**src/hdl/dcte_ram.sv**
```systemverilog
// Generic single-port-write, single-port-read RAM with a registered read.
// No dependencies.
module dcte_ram #(
	parameter int WIDTH = 8,
	parameter int DEPTH = 256
) (
	input  logic                     clk,
	input  logic                     we,
	input  logic [$clog2(DEPTH)-1:0] waddr,
	input  logic [WIDTH-1:0]         wdata,
	input  logic [$clog2(DEPTH)-1:0] raddr,
	output logic [WIDTH-1:0]         rdata
);
	logic [WIDTH-1:0] mem_q [DEPTH];

	always_ff @(posedge clk) begin
		if (we)
			mem_q[waddr] <= wdata;
		rdata <= mem_q[raddr];
	end
endmodule
```
**config.mk**
```make
export PLATFORM = sky130hd
export DESIGN_NAME = dcte_ram
export DESIGN_NICKNAME = d
export VERILOG_FILES = /design/src/hdl/dcte_ram.sv
export SDC_FILE = /design/constraint.sdc
export NUM_CORES = 2
export LEC_CHECK = 0
export ABC_AREA = 0
export BUFFER_PORTS_ARGS = -buffer_cell sky130_fd_sc_hd__buf_4
export CAP_MARGIN = 5
export CORE_MARGIN = 2
export CORE_UTILIZATION = 50
export CTS_BUF_LIST = sky130_fd_sc_hd__clkbuf_8
export DETAILED_ROUTE_END_ITERATION = 6
export GPL_TIMING_DRIVEN = 0
export PLACE_DENSITY_LB_ADDON = 0.2
export SKIP_CTS_REPAIR_TIMING = 1
export SYNTH_ARGS = -nofsm -noshare
export SYNTH_HDL_FRONTEND = slang
export SYNTH_SLANG_ARGS = --single-unit
```
**constraint.sdc**
```tcl
create_clock -name clk -period 4.8 [get_ports clk]
set_clock_uncertainty 0.1 [all_clocks]
set_input_delay 0.24 -clock clk [delete_from_list [all_inputs] [get_ports clk]]
set_output_delay 0.24 -clock clk [all_outputs]
set_load 0.05 [all_outputs]
```
======== Yosys cells after proc, flatten, opt, wreduce, memory -nomap -nowiden ========
Memory sizes are Yosys's and may differ from the RTL's. A register that Yosys moved wholly into a read port is not among the register bits.
Cells that the tools add are included.
Widths: inputs -> output; s select.
cells by class
  muxes and demuxes ....................... 2
operators with widths
  operator  number
  $mux 1    2
word-level totals
  memories ................................ 1
  logic and storage cells ................. 3
  RAM bits ................................ 2048
  input port bits ......................... 26
  output and inout port bits .............. 8
  bits in registers ....................... 0
memories
  name   depth  width  rd ports  clocked after Yosys merged registers in  write ports  line  source
  mem_q  256    8      1         1                                        1            14    logic [WIDTH-1:0] mem_q [DEPTH];

======== Depth between registers and ports, before layout ========
  depth in word-level cells ............... 2
  mapped depth ............................ 11
  gate-level depth less buffers ........... 6

======== Worst setup path after synthesis ========
No wires, ideal clock.
  kind .................................... input-to-reg
  start ................................... input raddr[0]
  end ..................................... register rdata[2] (read register of mem_q)
  required time ........................... 4569 ps
  library setup time ...................... 131 ps
  slack ................................... 2522 ps
  stages .................................. 9
  data arrival time ....................... 2047 ps
  path through ............................ buf_6 -> buf_12 -> buf_8 -> buf_2 -> mux4_2 -> a22oi_1 -> a21oi_1 -> nor4_1 -> nor4_2
RTL lines
  what                line  source
  start: declaration  11    input logic [$clog2(DEPTH)-1:0] raddr,
  end: declaration    12    output logic [WIDTH-1:0] rdata

==> run metrics <==
antenna viol nets, final 0; WL per Instance 37.2 µm; critical path's slowest cell nor4_1; largest net degree at the start of global routing 169; clock-pin transition on the worst setup and hold timing paths 0.06 ns; Area contributors post-synth edfxtp_1, mux4_2, mux2i_1; Syn Std Cell Area 79600 µm²; Hold Vio Cnt, Final 32; initial antenna violation count 23; Vias/cell 6.62; hpwl dp 156000 µm; Post-synth top flop edfxtp_1; ys async rst share 0%; vias post-DR 42721; synth warn 0; Power Dens Cells 404 nW/µm²; Post-Layout Cell Count 6449; die area 162000 µm²; critical path startpoint category input port; max cap viols 1; sinks on the clock net 2056; final critical-path required period 4.49 ns; total I/O pin count 34; failing checks negative hold slack, max-capacitance violations; worst stage delay on the critical path 1.25 ns; most frequent cell after synthesis edfxtp_1; CTS tree yes; Hold Crit Class input port to register; cell row count 146; crit share post-route 93.5%; endpoints failing setup 0; LEAKAGE 27.8 nW; Die Ht 403 µm; clock latency at the later pin of the worst-skew pair 1.05 ns; Syn Area/Cell 21.3 µm²; Routability Congestion 0.933; critical-path cell list buf_4 -> buf_2 -> buf_2 -> nor2_1 -> clkbuf_1 -> a21oi_1 -> a21oi_1 -> nor3_1 -> nor4_1; # DRC 0; post-synth top area share 77.3%; Yosys cell types 55; Layout Area Growth over Synthesis 11.7%; EDFF count, synth 2048; syn nets 3759; relative slew slack 0.333%; crit-path max FO 10; Initial DRT Pass Iterations 6; Achievable Freq 223 MHz; sequential share of the synthesized area 77.5%; Final Max Slew Viols 0; RSZ-0062 raised after global routing no; status complete, but fails checks; Tot GR Track Use 29.5%; DIE WIDTH 403 µm; CTS root buffer clkbuf_8; CTS Buf Count 343; nets@finish 4159; CP required 5.48 ns; placed insts 5847; flop and latch count out of synthesis 2056; CP Class input port to register; Post-Synthesis Cells 3733; CP Capture Type register; Initial Utilization 50.3%; final wirelength 240000 µm; WP data arrival 5.17 ns; fillers 11863; vias in the first global route 41241; Max VDD drop 0.287 mV; global-route wire length before repair 327000 µm; Least-Margin Pin Slew 1.48 ns; layout cells sized above 1 23.5%; post-synthesis cell type with the largest combined area edfxtp_1; initial DRC count 7157; Clock H-tree levels 5; Synth top cells by count edfxtp_1, mux4_2, nor2_1; Worst Hold Slack -0.0383 ns; Clock Tree Buf Depth 4; grt ovf 0; number of port buffers 26; Tot Pwr 35.9 mW; core footprint 158000 µm²
metrics by stage:
step / utilization [%] / instance area [µm²] / TNS, ns / worst slack [ns]
global placement: 52.1 / 82300 / -4.22 / -0.790
CTS: 56.1 / 88700 / 0 / 0.733
finish: 56.2 / 88900 / 0 / 0.311
detailed placement: 52.3 / 82800 / -1.12 / -0.325
floorplan: - / 79600 / 0 / 2.52
global route: 56.2 / 88900 / 0 / 0.630
path summary, 6_finish.rpt:
kind                                   start  cells past startpoint  slack, ns       endpoint
worst min register to register  mem_q[32][5]                      7       1.22       rdata[5]
worst min-delay path                waddr[7]                      3      -0.04  mem_q[192][2]
worst max register to register  mem_q[55][7]                      6       1.30       rdata[7]
worst max-delay path                raddr[2]                      9       0.31       rdata[7]
kinds of logic after synthesis:
| group | Yosys count | share of synthesized area, % |
|---|---|---|
| compound gates | 385 | 3.42 |
| buf+inv | 235 | 1.83 |
| flops | 2056 | 77.5 |
| mux | 591 | 14.6 |
| simple gates | 466 | 2.63 |
registers in the layout (all words and copies together), names as in the netlist:
| register | flops |
|---|---|
| mem_q | 2048 |
| rdata | 8 |
per-layer routing:
layer | vias up | track usage, % | part of all wire [%]
met3 | 491 | 8.19 | 13
li1 | 16547 | - | -
met2 | 3189 | 44.4 | 46
met4 | 12 | 11.0 | 3.8
met1 | 22482 | 41.6 | 38
met5 | - | 0 | 0.049
placed cells by master (no fill, tap or decap), drive strengths merged, types with 16 or more instances in the layout:
| cell type | count |
|---|---|
| nor3 | 22 |
| a22oi | 133 |
| buf | 166 |
| clkbuf | 462 |
| edfxtp | 2048 |
| o22ai | 28 |
| o221ai | 47 |
| clkinv | 96 |
| nand3 | 34 |
| mux2i | 134 |
| nor4 | 27 |
| a211oi | 16 |
| inv | 115 |
| nand2 | 33 |
| mux4 | 456 |
| diode | 18 |
| nor2 | 282 |
| a21oi | 96 |
| nor2b | 31 |
final cells by class:
class                      count  area [µm²]  area share (%)
sequential                  2056       61700            69.4
multi-input combinational   1442       16500            18.5
timing repair buffer          55         731           0.822
clock buffer                 350        4820            5.42
buffer                       233        1480            1.66
clock inverter               221        1090            1.23
antenna                       18        45.0          0.0507
tap                         2072        2590            2.92
inverter                       2        7.51         0.00845
critical path: cells and delay by family:
kind	cells	cell delay (ns)
simple gates	3	2.08
buf+inv	4	2.04
compound gates	2	0.74
power by group:
part / switching [mW] / internal, mW
Combinational: 1.52 / 0.656
Clock: 6.82 / 7.13
Sequential: 0.0120 / 19.8
Total: 8.35 / 27.6
Power figures use the tool's default switching activity.
